--- src/hw/rtl/tween_animation_pool_macros.svh ---
// ----------------------------------------------------------------------------
// Tween animation pool assertion macros
// Shared property forms used by the checks of the tween pool.
// ----------------------------------------------------------------------------
`ifndef TWEEN_ANIMATION_POOL_MACROS_SVH
`define TWEEN_ANIMATION_POOL_MACROS_SVH

// Same-cycle implication, disabled while reset is applied.
`define TAP_ASSERT_IMPL(label, ante, cons) \
    label: assert property (@(posedge clk) disable iff (!rst_n) (ante) |-> (cons)) \
        else $error("tween pool check failed");

// Next-cycle implication, disabled while reset is applied.
`define TAP_ASSERT_NEXT(label, ante, cons) \
    label: assert property (@(posedge clk) disable iff (!rst_n) (ante) |=> (cons)) \
        else $error("tween pool check failed");

`endif

--- src/hw/rtl/tap_ram.sv ---
// ----------------------------------------------------------------------------
// Generic RAM
// One write port and one read port with a registered read.
// ----------------------------------------------------------------------------
`default_nettype none

module tap_ram #(
    parameter int WIDTH  = 32,
    parameter int DEPTH  = 64,
    parameter int ADDR_W = (DEPTH > 1) ? $clog2(DEPTH) : 1
) (
    input  wire logic              clk,
    input  wire logic              wr_en,
    input  wire logic [ADDR_W-1:0] wr_addr,
    input  wire logic [WIDTH-1:0]  wr_data,
    input  wire logic              rd_en,
    input  wire logic [ADDR_W-1:0] rd_addr,
    output logic      [WIDTH-1:0]  rd_data
);

    logic [WIDTH-1:0] mem [DEPTH];

    always_ff @(posedge clk)
    begin
        if (wr_en)
        begin
            mem[wr_addr] <= wr_data;
        end
        if (rd_en)
        begin
            rd_data <= mem[rd_addr];
        end
    end

endmodule

`default_nettype wire

--- config.mk ---
export PLATFORM = sky130hd
export DESIGN_NAME = tap_ram
export DESIGN_NICKNAME = d
export VERILOG_FILES = /design/src/hw/rtl/tween_animation_pool_macros.svh /design/src/hw/rtl/tap_ram.sv
export SDC_FILE = /design/constraint.sdc
export NUM_CORES = 2
export LEC_CHECK = 0
export BUFFER_PORTS_ARGS = -buffer_cell sky130_fd_sc_hd__buf_2
export CORE_MARGIN = 5
export CORE_UTILIZATION = 56
export CTS_CLUSTER_DIAMETER = 80
export DETAILED_ROUTE_END_ITERATION = 10
export PLACE_DENSITY = 0.74
export SYNTH_ARGS = -nofsm -noshare
export SYNTH_HDL_FRONTEND = slang
export SYNTH_SLANG_ARGS = --single-unit
--- constraint.sdc ---
create_clock -name clk -period 8.9 [get_ports clk]
set_input_delay 0.89 -clock clk [delete_from_list [all_inputs] [get_ports clk]]
set_output_delay 0.89 -clock clk [all_outputs]
set_load 0.005 [all_outputs]
==> key figures <==
Outcome
  – Status: finished, final reports clean

Clock tree
  – Cell chosen for the clock root: sky130_fd_sc_hd__clkbuf_16
  – Postcts setup bufs: 0
  – Total clock sinks: 2,080
  – Worst-skew pair later-pin latency: 0.82 ns
  – CTS-repair resized insts: 0
  – Maximum count of clock buffers along a single path: 3
  – Number of clock buffers inserted by TritonCTS: 196
  – Count of H-tree levels built during CTS: 4
  – CTS clock-pin slew for the worst setup and hold paths: 0.07 ns
  – Cts hold-fix bufs: 0
  – TritonCTS clock tree: yes

Floorplanning
  – Height of the die: 385 um
  – Die extent in x: 385 um
  – Floorplan die area: 148,000 sq um
  – Io pins: 79
  – Num rows: 137
  – Core Box Area: 140,000 sq um
  – Starting Density: 56.4%

Yosys
  – Synth Instances: 3,324
  – Number of different library cells in the post-synthesis netlist: 33
  – Number of synthesized register bits: 2,080
  – Synthesized Nets: 3,371
  – Mean cell area of the mapped netlist: 23.7 sq um
  – Total standard cell area after synthesis: 78,800 sq um
  – Warnings, synthesis: 0
  – Sequential cell area fraction in the yosys report: 79.2%

STA
  – Worst-case headroom to the max-slew limit: 2.36%
  – Top achievable clock speed: 0.239 GHz
  – Final critical-path setup slack: 4.71 ns
  – Post-layout minimum cycle time: 4.19 ns
  – Final setup violation count: 0
  – Actual slew at the worst max-slew pin: 1.46 ns
  – Total negative slack: 0 ns
  – Worst setup skew after layout: 0.0266 ns
  – Unrepaired setup endpoints after global routing: no
  – Hold WS: 0.723 ns
  – Final period utilization: 47.1%
  – Hold violation total from the final report: 0
  – Fin. max-slew vios: 0

Place
  – Placement Cell Area: 82,100 sq um
  – # port buffers: 78
  – Number of placed instances with taps included: 5,210
  – Post-DP HPWL: 105,000 um
  – Final weighted congestion in routability-driven placement: 0.818
  – Worst setup slack after placement: 3.97 ns

GRT
  – Pin count of the biggest net entering global routing: 103
  – Initial antenna violation count: 20
  – Overall overflow remaining after global route: 0
  – Via count of the first global-routing pass: 38,100
  – Global-route wire length before repair: 286,000 um
  – Overall global routing resource usage: 27.7%

Detailed routing
  – Via-to-Cell Ratio: 6.82
  – Final routed wire length divided by cell count: 36.2 um
  – Number of nets still failing antenna checks after routing: 0
  – Final wirelength: 202,000 um
  – Router iterations before antenna repair: 5
  – Initial DRC Count: 5,293
  – Vias after detailed routing: 38,000
  – Total DRC errors in the routed layout: 0

Layout
  – Final #Nets: 3,579
  – Finished layout cell area: 88,400 sq um
  – Final Core Density: 63.2%
  – Post-synthesis to final-layout area growth: 12.1%
  – Leading cell type in the layout, fill and taps excluded: sky130_fd_sc_hd__edfxtp_1
  – Proportion of layout cells with a drive suffix above 1: 29.0%
  – Most used cells in the layout excluding fill and tap cells: sky130_fd_sc_hd__edfxtp_1 (2,080), sky130_fd_sc_hd__mux4_2 (544), sky130_fd_sc_hd__clkbuf_16 (201), sky130_fd_sc_hd__buf_4 (109), sky130_fd_sc_hd__mux2i_1 (93)
  – Non-filler instance count after layout: 5,576

Flow run
  – MaxCap Viol Count: 0

Critical path
  – Kind of cell adding the most delay to the critical path: buffers and inverters
  – Sum of buffers and inverters on the critical path: 3
  – Kind of critical path: in -> reg
  – Standard cell with the maximum stage delay on the critical path: sky130_fd_sc_hd__a21oi_1
  – Crit path capture type: register
  – Cell Chain, Critical Path: buf_8 > buf_4 > buf_4 > mux4_2 > o22ai_1 > nor2_1 > a21oi_1 > nor2_1
  – Slowest Stage Delay on Critical Path: 1.12 ns
  – Data required time of the worst path: 9.40 ns
  – Data arrival at the endpoint of the critical path: 4.69 ns
  – Maximum fanout count along the critical path: 75
  – Critical Path Start Type: input port

Power
  – Peak supply drop: 0.183 mV
  – Switching Power: 4.21 mW
  – Switching share of power: 21.0%
  – Reg power frac: 54.5%
  – Power per cell area: 227 nW/um^2
  – Combinational share of power: 4.9%
  – Internal: 15.8 mW
  – Power share of the clock group: 40.6%
  – Leakage power summed over all cells: 27.4 nW
  – Post-layout power: 20.0 mW

Min path
  – Tightest Hold Check Type: in -> reg
[sequential cells by signal (all words and copies together) (netlist names)]
signal   cells
mem       2048
rd_data     32
[logic make-up after synthesis]
logic type	count (synthesis)	share of synthesized area, %
AO/OA/AOI/OAI	202	1.67
flip-flops	2080	79.2
multiplexers	637	16.7
buffers and inverters	182	1.12
AND/OR/NAND/NOR	223	1.26
[per-layer routing]
| layer | track usage, % | part of all wire, % |
|---|---|---|
| met1 | 39.0 | 35 |
| met2 | 43.2 | 48 |
| met3 | 7.13 | 13 |
| met4 | 9.41 | 3.6 |
| met5 | 0 | 0.035 |
[layout make-up]
cell class	instances	area, sq um
flip-flops and latches	2080	62500
well taps	1876	2350
fillers	8936	51400
clock inverters	113	1010
diodes	8	20.0
repair buffers	192	1350
multi-input cells	1062	16000
clock buffers	245	5190
[synthesized netlist by cell type]
cell type	count	area share, %
sky130_fd_sc_hd__a41o_1	4	0.051
sky130_fd_sc_hd__nand3_1	5	0.032
sky130_fd_sc_hd__nor3_1	7	0.044
sky130_fd_sc_hd__or3b_2	3	0.033
sky130_fd_sc_hd__or2_2	1	0.0079
sky130_fd_sc_hd__a22oi_1	12	0.11
sky130_fd_sc_hd__and2_1	2	0.016
sky130_fd_sc_hd__or2_0	1	0.0079
sky130_fd_sc_hd__edfxtp_1	2080	79
sky130_fd_sc_hd__buf_1	21	0.10
sky130_fd_sc_hd__buf_2	57	0.36
sky130_fd_sc_hd__nand4b_1	1	0.011
sky130_fd_sc_hd__mux4_2	544	16
sky130_fd_sc_hd__o221ai_1	27	0.30
sky130_fd_sc_hd__nor2_1	137	0.65
sky130_fd_sc_hd__or3_1	3	0.024
sky130_fd_sc_hd__nand2_1	26	0.12
sky130_fd_sc_hd__a21oi_1	62	0.39
sky130_fd_sc_hd__and3_1	4	0.032
sky130_fd_sc_hd__buf_4	25	0.24
sky130_fd_sc_hd__clkbuf_1	74	0.35
sky130_fd_sc_hd__a31oi_1	1	0.0079
sky130_fd_sc_hd__mux2i_1	93	1.2
sky130_fd_sc_hd__o32ai_1	4	0.044
sky130_fd_sc_hd__or3b_1	2	0.022
sky130_fd_sc_hd__nand3b_1	5	0.048
sky130_fd_sc_hd__o22ai_1	84	0.67
sky130_fd_sc_hd__or2_1	1	0.0079
sky130_fd_sc_hd__nand4_1	2	0.016
sky130_fd_sc_hd__nand2b_1	8	0.063
sky130_fd_sc_hd__nor2b_1	15	0.12
sky130_fd_sc_hd__a311oi_1	8	0.089
sky130_fd_sc_hd__buf_6	5	0.071
[path summary, 6_finish.rpt]
check,from,cells past startpoint,slack (ns),to
hold / removal,wr_data[13],2,0.72,mem[0][13]
hold reg to reg,mem[28][4],4,0.89,rd_data[4]
setup / recovery,rd_addr[1],8,4.71,rd_data[22]
setup reg to reg,mem[63][22],5,6.20,rd_data[22]
[worst register-to-register path, delay by kind of cell, from the launching register on]
kind            cells  cell delay [ns]
compound gates      2             1.33
flops               1             0.37
simple gates        2             0.19
mux                 1             0.49
[power by group through the flow]
stage	Clock (mW)	Sequential (mW)	Combinational, mW
6_report	8.13	10.9	0.979
5_1_grt	8.67	10.9	1.02
4_1_cts	8.21	10.9	0.975
3_5_place_dp	0	11.1	0.967
3_3_place_gp	0	11.1	0.951
2_1_floorplan	0	11.1	0.528
Note: power is estimated with default switching activity, not from simulation.
