**config.mk**
```make
export PLATFORM = sky130hd
export DESIGN_NAME = tap_muldiv
export DESIGN_NICKNAME = d
export VERILOG_FILES = /design/src/hw/rtl/tween_animation_pool_macros.svh /design/src/hw/rtl/tap_pkg.sv /design/src/hw/rtl/tap_muldiv.sv
export SDC_FILE = /design/constraint.sdc
export NUM_CORES = 2
export LEC_CHECK = 0
export BUFFER_PORTS_ARGS = -buffer_cell sky130_fd_sc_hd__buf_2
export CAP_MARGIN = 20
export CELL_PAD_IN_SITES_DETAIL_PLACEMENT = 0
export CELL_PAD_IN_SITES_GLOBAL_PLACEMENT = 2
export CORE_MARGIN = 10
export CORE_UTILIZATION = 43
export DETAILED_ROUTE_END_ITERATION = 7
export MAX_ROUTING_LAYER = met4
export PLACE_DENSITY = 0.95
export REMOVE_ABC_BUFFERS = 1
export SKIP_CTS_REPAIR_TIMING = 1
export SYNTH_ARGS = -nofsm -noshare
export SYNTH_HDL_FRONTEND = slang
export SYNTH_SLANG_ARGS = --single-unit
```
**constraint.sdc**
```tcl
create_clock -name clk -period 8 [get_ports clk]
set_input_delay 2 -clock clk [delete_from_list [all_inputs] [get_ports clk]]
set_output_delay 2 -clock clk [all_outputs]
set_load 0.1 [all_outputs]
```
**src/hw/rtl/tween_animation_pool_macros.svh**
```systemverilog
// ----------------------------------------------------------------------------
// Tween animation pool assertion macros
// Shared property forms used by the checks of the tween pool.
// ----------------------------------------------------------------------------
`ifndef TWEEN_ANIMATION_POOL_MACROS_SVH
`define TWEEN_ANIMATION_POOL_MACROS_SVH

// Same-cycle implication, disabled while reset is applied.
`define TAP_ASSERT_IMPL(label, ante, cons) \
    label: assert property (@(posedge clk) disable iff (!rst_n) (ante) |-> (cons)) \
        else $error("tween pool check failed");

// Next-cycle implication, disabled while reset is applied.
`define TAP_ASSERT_NEXT(label, ante, cons) \
    label: assert property (@(posedge clk) disable iff (!rst_n) (ante) |=> (cons)) \
        else $error("tween pool check failed");

`endif

```
**src/hw/rtl/tap_pkg.sv**
```systemverilog
// ----------------------------------------------------------------------------
// Tween animation pool package
// Shared codes, payload types and default sizes.
// ----------------------------------------------------------------------------
`default_nettype none

package tap_pkg;

    localparam int POOL_SLOTS_DEF     = 16;
    localparam int PROPERTY_COUNT_DEF = 64;

    localparam int VAL_W = 32;

    localparam logic [2:0] ACT_START  = 3'd0;
    localparam logic [2:0] ACT_CANCEL = 3'd1;
    localparam logic [2:0] ACT_TICK   = 3'd2;
    localparam logic [2:0] ACT_SET    = 3'd3;
    localparam logic [2:0] ACT_READ   = 3'd4;

    localparam logic [2:0] KIND_START     = 3'd0;
    localparam logic [2:0] KIND_CANCEL    = 3'd1;
    localparam logic [2:0] KIND_TICK      = 3'd2;
    localparam logic [2:0] KIND_IDLE_TICK = 3'd3;
    localparam logic [2:0] KIND_READ      = 3'd4;

    typedef struct packed {
        logic [2:0]        action;
        logic [5:0]        prop_id;
        logic signed [31:0] value;
        logic [31:0]       span_ms;
        logic [31:0]       now_ms;
    } tap_req_t;

    typedef struct packed {
        logic [2:0]        kind;
        logic [3:0]        slot;
        logic [5:0]        prop_out;
        logic signed [31:0] value_out;
        logic              ok;
        logic              done_res;
        logic              any_active;
        logic              last;
    } tap_rsp_t;

    // One slot memory word.
    typedef struct packed {
        logic [31:0] base_val;
        logic [31:0] to_val;
        logic [31:0] duration;
        logic [31:0] start_time;
    } tap_slot_t;

endpackage

`default_nettype wire

```
**src/hw/rtl/tap_muldiv.sv**
```systemverilog
// ----------------------------------------------------------------------------
// Tween pool multiply-divide unit
// Computes (mag * elapsed) / divisor: a multiply step, then a restoring
// divide that produces one quotient bit per cycle.
// ----------------------------------------------------------------------------
`default_nettype none

module tap_muldiv
    import tap_pkg::*;
(
    input  wire logic             clk,
    input  wire logic             rst_n,
    input  wire logic             start,
    input  wire logic [VAL_W-1:0] mag,
    input  wire logic [VAL_W-1:0] elapsed,
    input  wire logic [VAL_W-1:0] divisor,
    output logic                  busy,
    output logic                  done,
    output logic [VAL_W-1:0]      quotient
);

    typedef enum logic [1:0] {M_IDLE, M_MUL, M_DIV} md_state_t;

    localparam int CNT_W = $clog2(VAL_W);

    md_state_t          state_reg;
    logic [CNT_W-1:0]   cnt_reg;
    logic               done_reg;
    logic [VAL_W-1:0]   a_reg;
    logic [VAL_W-1:0]   b_reg;
    logic [VAL_W-1:0]   d_reg;
    logic [VAL_W-1:0]   rem_reg;
    logic [VAL_W-1:0]   low_reg;
    logic [VAL_W-1:0]   q_reg;
    logic [2*VAL_W-1:0] prod;
    logic [VAL_W:0]     trial;
    logic               fits;

    assign prod  = a_reg * b_reg;
    assign trial = {rem_reg, low_reg[VAL_W-1]};
    assign fits  = trial >= {1'b0, d_reg};

    // The remainder stays below the divisor because elapsed is below it.
    always_ff @(posedge clk or negedge rst_n)
    begin
        if (!rst_n)
        begin
            state_reg <= M_IDLE;
            cnt_reg   <= '0;
            done_reg  <= 1'b0;
        end
        else
        begin
            done_reg <= 1'b0;
            case (state_reg)
                M_IDLE:
                begin
                    if (start)
                    begin
                        a_reg     <= mag;
                        b_reg     <= elapsed;
                        d_reg     <= divisor;
                        state_reg <= M_MUL;
                    end
                end
                M_MUL:
                begin
                    rem_reg   <= prod[2*VAL_W-1:VAL_W];
                    low_reg   <= prod[VAL_W-1:0];
                    cnt_reg   <= '0;
                    state_reg <= M_DIV;
                end
                M_DIV:
                begin
                    if (fits)
                    begin
                        rem_reg <= VAL_W'(trial - {1'b0, d_reg});
                    end
                    else
                    begin
                        rem_reg <= trial[VAL_W-1:0];
                    end
                    low_reg <= {low_reg[VAL_W-2:0], 1'b0};
                    q_reg   <= {q_reg[VAL_W-2:0], fits};
                    cnt_reg <= cnt_reg + 1'b1;
                    if (cnt_reg == CNT_W'(VAL_W - 1))
                    begin
                        done_reg  <= 1'b1;
                        state_reg <= M_IDLE;
                    end
                end
                default:
                begin
                    state_reg <= M_IDLE;
                end
            endcase
        end
    end

    assign busy     = state_reg != M_IDLE;
    assign done     = done_reg;
    assign quotient = q_reg;

endmodule

`default_nettype wire

```
==> flow_metrics.env <==
export IMPL_outcome="complete, no violations"
export IMPL_slew_headroom_pct=34.4
export IMPL_critPathKind="reg -> reg"
export IMPL_cts_buffer_depth=2
export IMPL_synth_edff_count=192
export IMPL_drt_iter0_markers=1851
export IMPL_avgSynthCellArea_um2=9.64
export IMPL_dr_pass1_iters=5
export IMPL_start_util_pct=43.5
export IMPL_num_fill_cells=9190
export IMPL_via_per_inst=5.18
export IMPL_postLayoutCoreUtil_pct=47.8
export IMPL_synth_adder_area_share_pct=51.4
export IMPL_pin_count=133
export IMPL_synthXorXnorAreaFrac_pct=1.76
export IMPL_tightestPinTransition_ns=0.984
export IMPL_numCtsBuffers=17
export IMPL_syn_area_um2=42200
export IMPL_endpoint_kind="flip-flop"
export IMPL_grt_max_degree=78
export IMPL_final_nets=5759
export IMPL_synth_top_family_by_area="adder cells"
export IMPL_area_growth_pct=9.93
export IMPL_period_needed_ns=7.77
export IMPL_crit_path_max_fanout=32
export IMPL_synthTopCellsByCount="inv_1 (898), fa_1 (897), and2_1 (603), nand2_1 (544), ha_1 (300)"
export IMPL_clk_latency_ns=0.52
export IMPL_finalCritPeriodShare_pct=97.2
export IMPL_max_freq_mhz=129
export IMPL_cp_cell_sequence="buf_12 > and2_1 > fa_1 > fa_1 > fa_1 > inv_1 > fa_1 > inv_1 > fa_1 > fa_1 > fa_1 > fa_1 > ha_4 > a21oi_1 > o21a_1 > o21ai_2 > or2_1 > o211ai_1 > a21oi_2 > or2_1 > a221oi_2 > xnor2_1 > o211ai_1"
export IMPL_start_kind="flip-flop"
export IMPL_synth_top_area_share_pct=42.5
export IMPL_dp_cells=5683
export IMPL_finalSetupTns_ns=0
export IMPL_yosys_area_share_simple_pct=16.2
export IMPL_wl_per_cell_um=19.1
export IMPL_layout_drive_gt1_share_pct=8.94
export IMPL_rows=114
export IMPL_hold_class="reg -> reg"
export IMPL_cp_common_cell="fa_1"
export IMPL_use_met3_pct=1.89
export IMPL_vias=29838
export IMPL_grtUsageMet1_pct=25.7
export IMPL_synth_top_flop_cell="edfxtp_1"
export IMPL_clkTransAtPathRegs_ns=0.10
export IMPL_grt_usage_pct=20.8
export IMPL_ys_types=69
export IMPL_cp_startpoint="a_reg[14]"
export IMPL_cpMaxStageDelayCell="fa_1"
export IMPL_clock_sinks=200
export IMPL_maxCapViolations=0
export IMPL_htreeDepth=4
export IMPL_busiest_layer="met2"
export IMPL_synth_compound_area_share_pct=5.83
export IMPL_yosys_area_top_type="fa_1"
export IMPL_grt_overflow=0
export IMPL_synth_seq_cells=200
export IMPL_synth_most_common_cell="inv_1"
export IMPL_grt_util_met2_pct=36.3
export IMPL_grt_pass1_wl_mm=178
export IMPL_async_reset_ff_share_pct=4.00
export IMPL_die_area_um2=111000
export IMPL_remaining_drc_errors=0
export IMPL_hold_start="quotient[20]"
export IMPL_ant_nets=0
export IMPL_grt_antenna_before_repair=7
export IMPL_r2r_start="a_reg[14]"
export IMPL_drv_slew=0
export IMPL_crit_required_ns=8.23
export IMPL_finClkSkew_ns=0.0316
export IMPL_fp_coreArea_um2=97000
export IMPL_fp_dieH_um=333
export IMPL_yosys_top_cells_area="fa_1 (43%), edfxtp_1 (14%), and2_1 (8.9%)"
export IMPL_arrival_ns=8.00
export IMPL_totalWireLength_mm=110
export IMPL_finalHoldViolations=0
export IMPL_fin_cells=5756
export IMPL_synth_warnings=0
export IMPL_cts_tree="yes"
export IMPL_ys_seq_area_share_pct=14.1
export IMPL_slowest_delay_ns=0.58
export IMPL_synth_area_mux_share_pct=0.403
export IMPL_dpl_hpwl_mm=89.6
export IMPL_gp_congestion=0.901
export IMPL_setup_violations=0
export IMPL_die_width_um=333
export IMPL_synth_cells=4376
export IMPL_grt_pass1_vias=32385
export IMPL_cts_root_buffer="clkbuf_16"
export IMPL_numPortBuffers=132
-- per-layer routing --
layer / vias to the layer above / routed length (µm)
met3: 155 / 4780
met2: 733 / 57000
met4: 0 / 3010
met5: - / 0
li1: 13372 / -
met1: 15578 / 45200
-- layout by cell type, fill, tap and decap left out, types with 14 or more instances in the layout --
cell,synthesis,routed
a21oi_1,130,124
clkbuf_16,0,19
fa_1,897,894
and2_1,603,601
nor2_1,76,76
nand2_1,544,544
buf_12,0,49
edfxtp_1,192,192
nand3_1,31,31
xor2_1,40,40
nand4_1,26,26
xnor2_1,45,45
o21a_1,14,14
buf_2,12,133
a21o_1,53,53
ha_1,300,295
inv_1,898,898
o21ai_0,82,80
buf_4,3,127
-- per-stage QoR --
stage          cell area (µm²)  worst slack [ns]  hold WS (ns)
3_3_place_gp             45100             0.152         0.422
4_1_cts                  45800           -0.0778         0.452
2_1_floorplan            41200             0.588         0.478
5_1_grt                  46400           -0.0334         0.457
3_5_place_dp             45100          -0.00647         0.429
6_report                 46400             0.226         0.450
-- area by class of cell --
type                       instances  area (µm²)  share of cell area (%)
antenna                            4        10.0                  0.0216
clock buffer                      17         425                   0.917
clock inverter                    15         235                   0.507
inverter                         898        3370                    7.27
multi-input combinational       3032       32100                    69.2
sequential                       200        5970                    12.9
tap                             1276        1600                    3.44
timing repair buffer             314        2680                    5.78
-- cell families (layout without fill, tap and decap cells) --
| logic type | count (synthesis) | in the layout |
|---|---|---|
| buffers and inverters | 1144 | 1244 |
| and+or+nand+nor | 1344 | 1344 |
| AOI/OAI and AO/OA | 390 | 390 |
| DFF | 200 | 200 |
| adders and majority gates | 1197 | 1197 |
| other | 0 | 4 |
| muxes | 16 | 16 |
| xor gates and xnor gates | 85 | 85 |
-- worst paths after layout --
| path | to | slack [ns] | depth (start not counted) |
|---|---|---|---|
| hold reg to reg | quotient[21] | 0.45 | 0 |
| min in group asynchronous | state_reg[0] | 1.35 | 1 |
| setup / recovery | rem_reg[26] | 0.23 | 23 |
| max in group asynchronous | cnt_reg[2] | 6.44 | 1 |
| setup reg to reg | rem_reg[26] | 0.23 | 23 |
| hold / removal | quotient[21] | 0.45 | 0 |
-- critical path: cells and delay by family, from the launching register on --
kind | cells | cell delay, ns
buffers and inverters | 3 | 0.31
adder cells (fa/ha/maj) | 9 | 4.34
flip-flops | 1 | 0.43
XOR/XNOR | 1 | 0.18
AND/OR/NAND/NOR | 3 | 0.75
AO/OA/AOI/OAI | 7 | 1.44
Power is left out: the tool's default activity adds up to more than one toggle a clock period on the data nets, which glitch-free logic cannot reach.
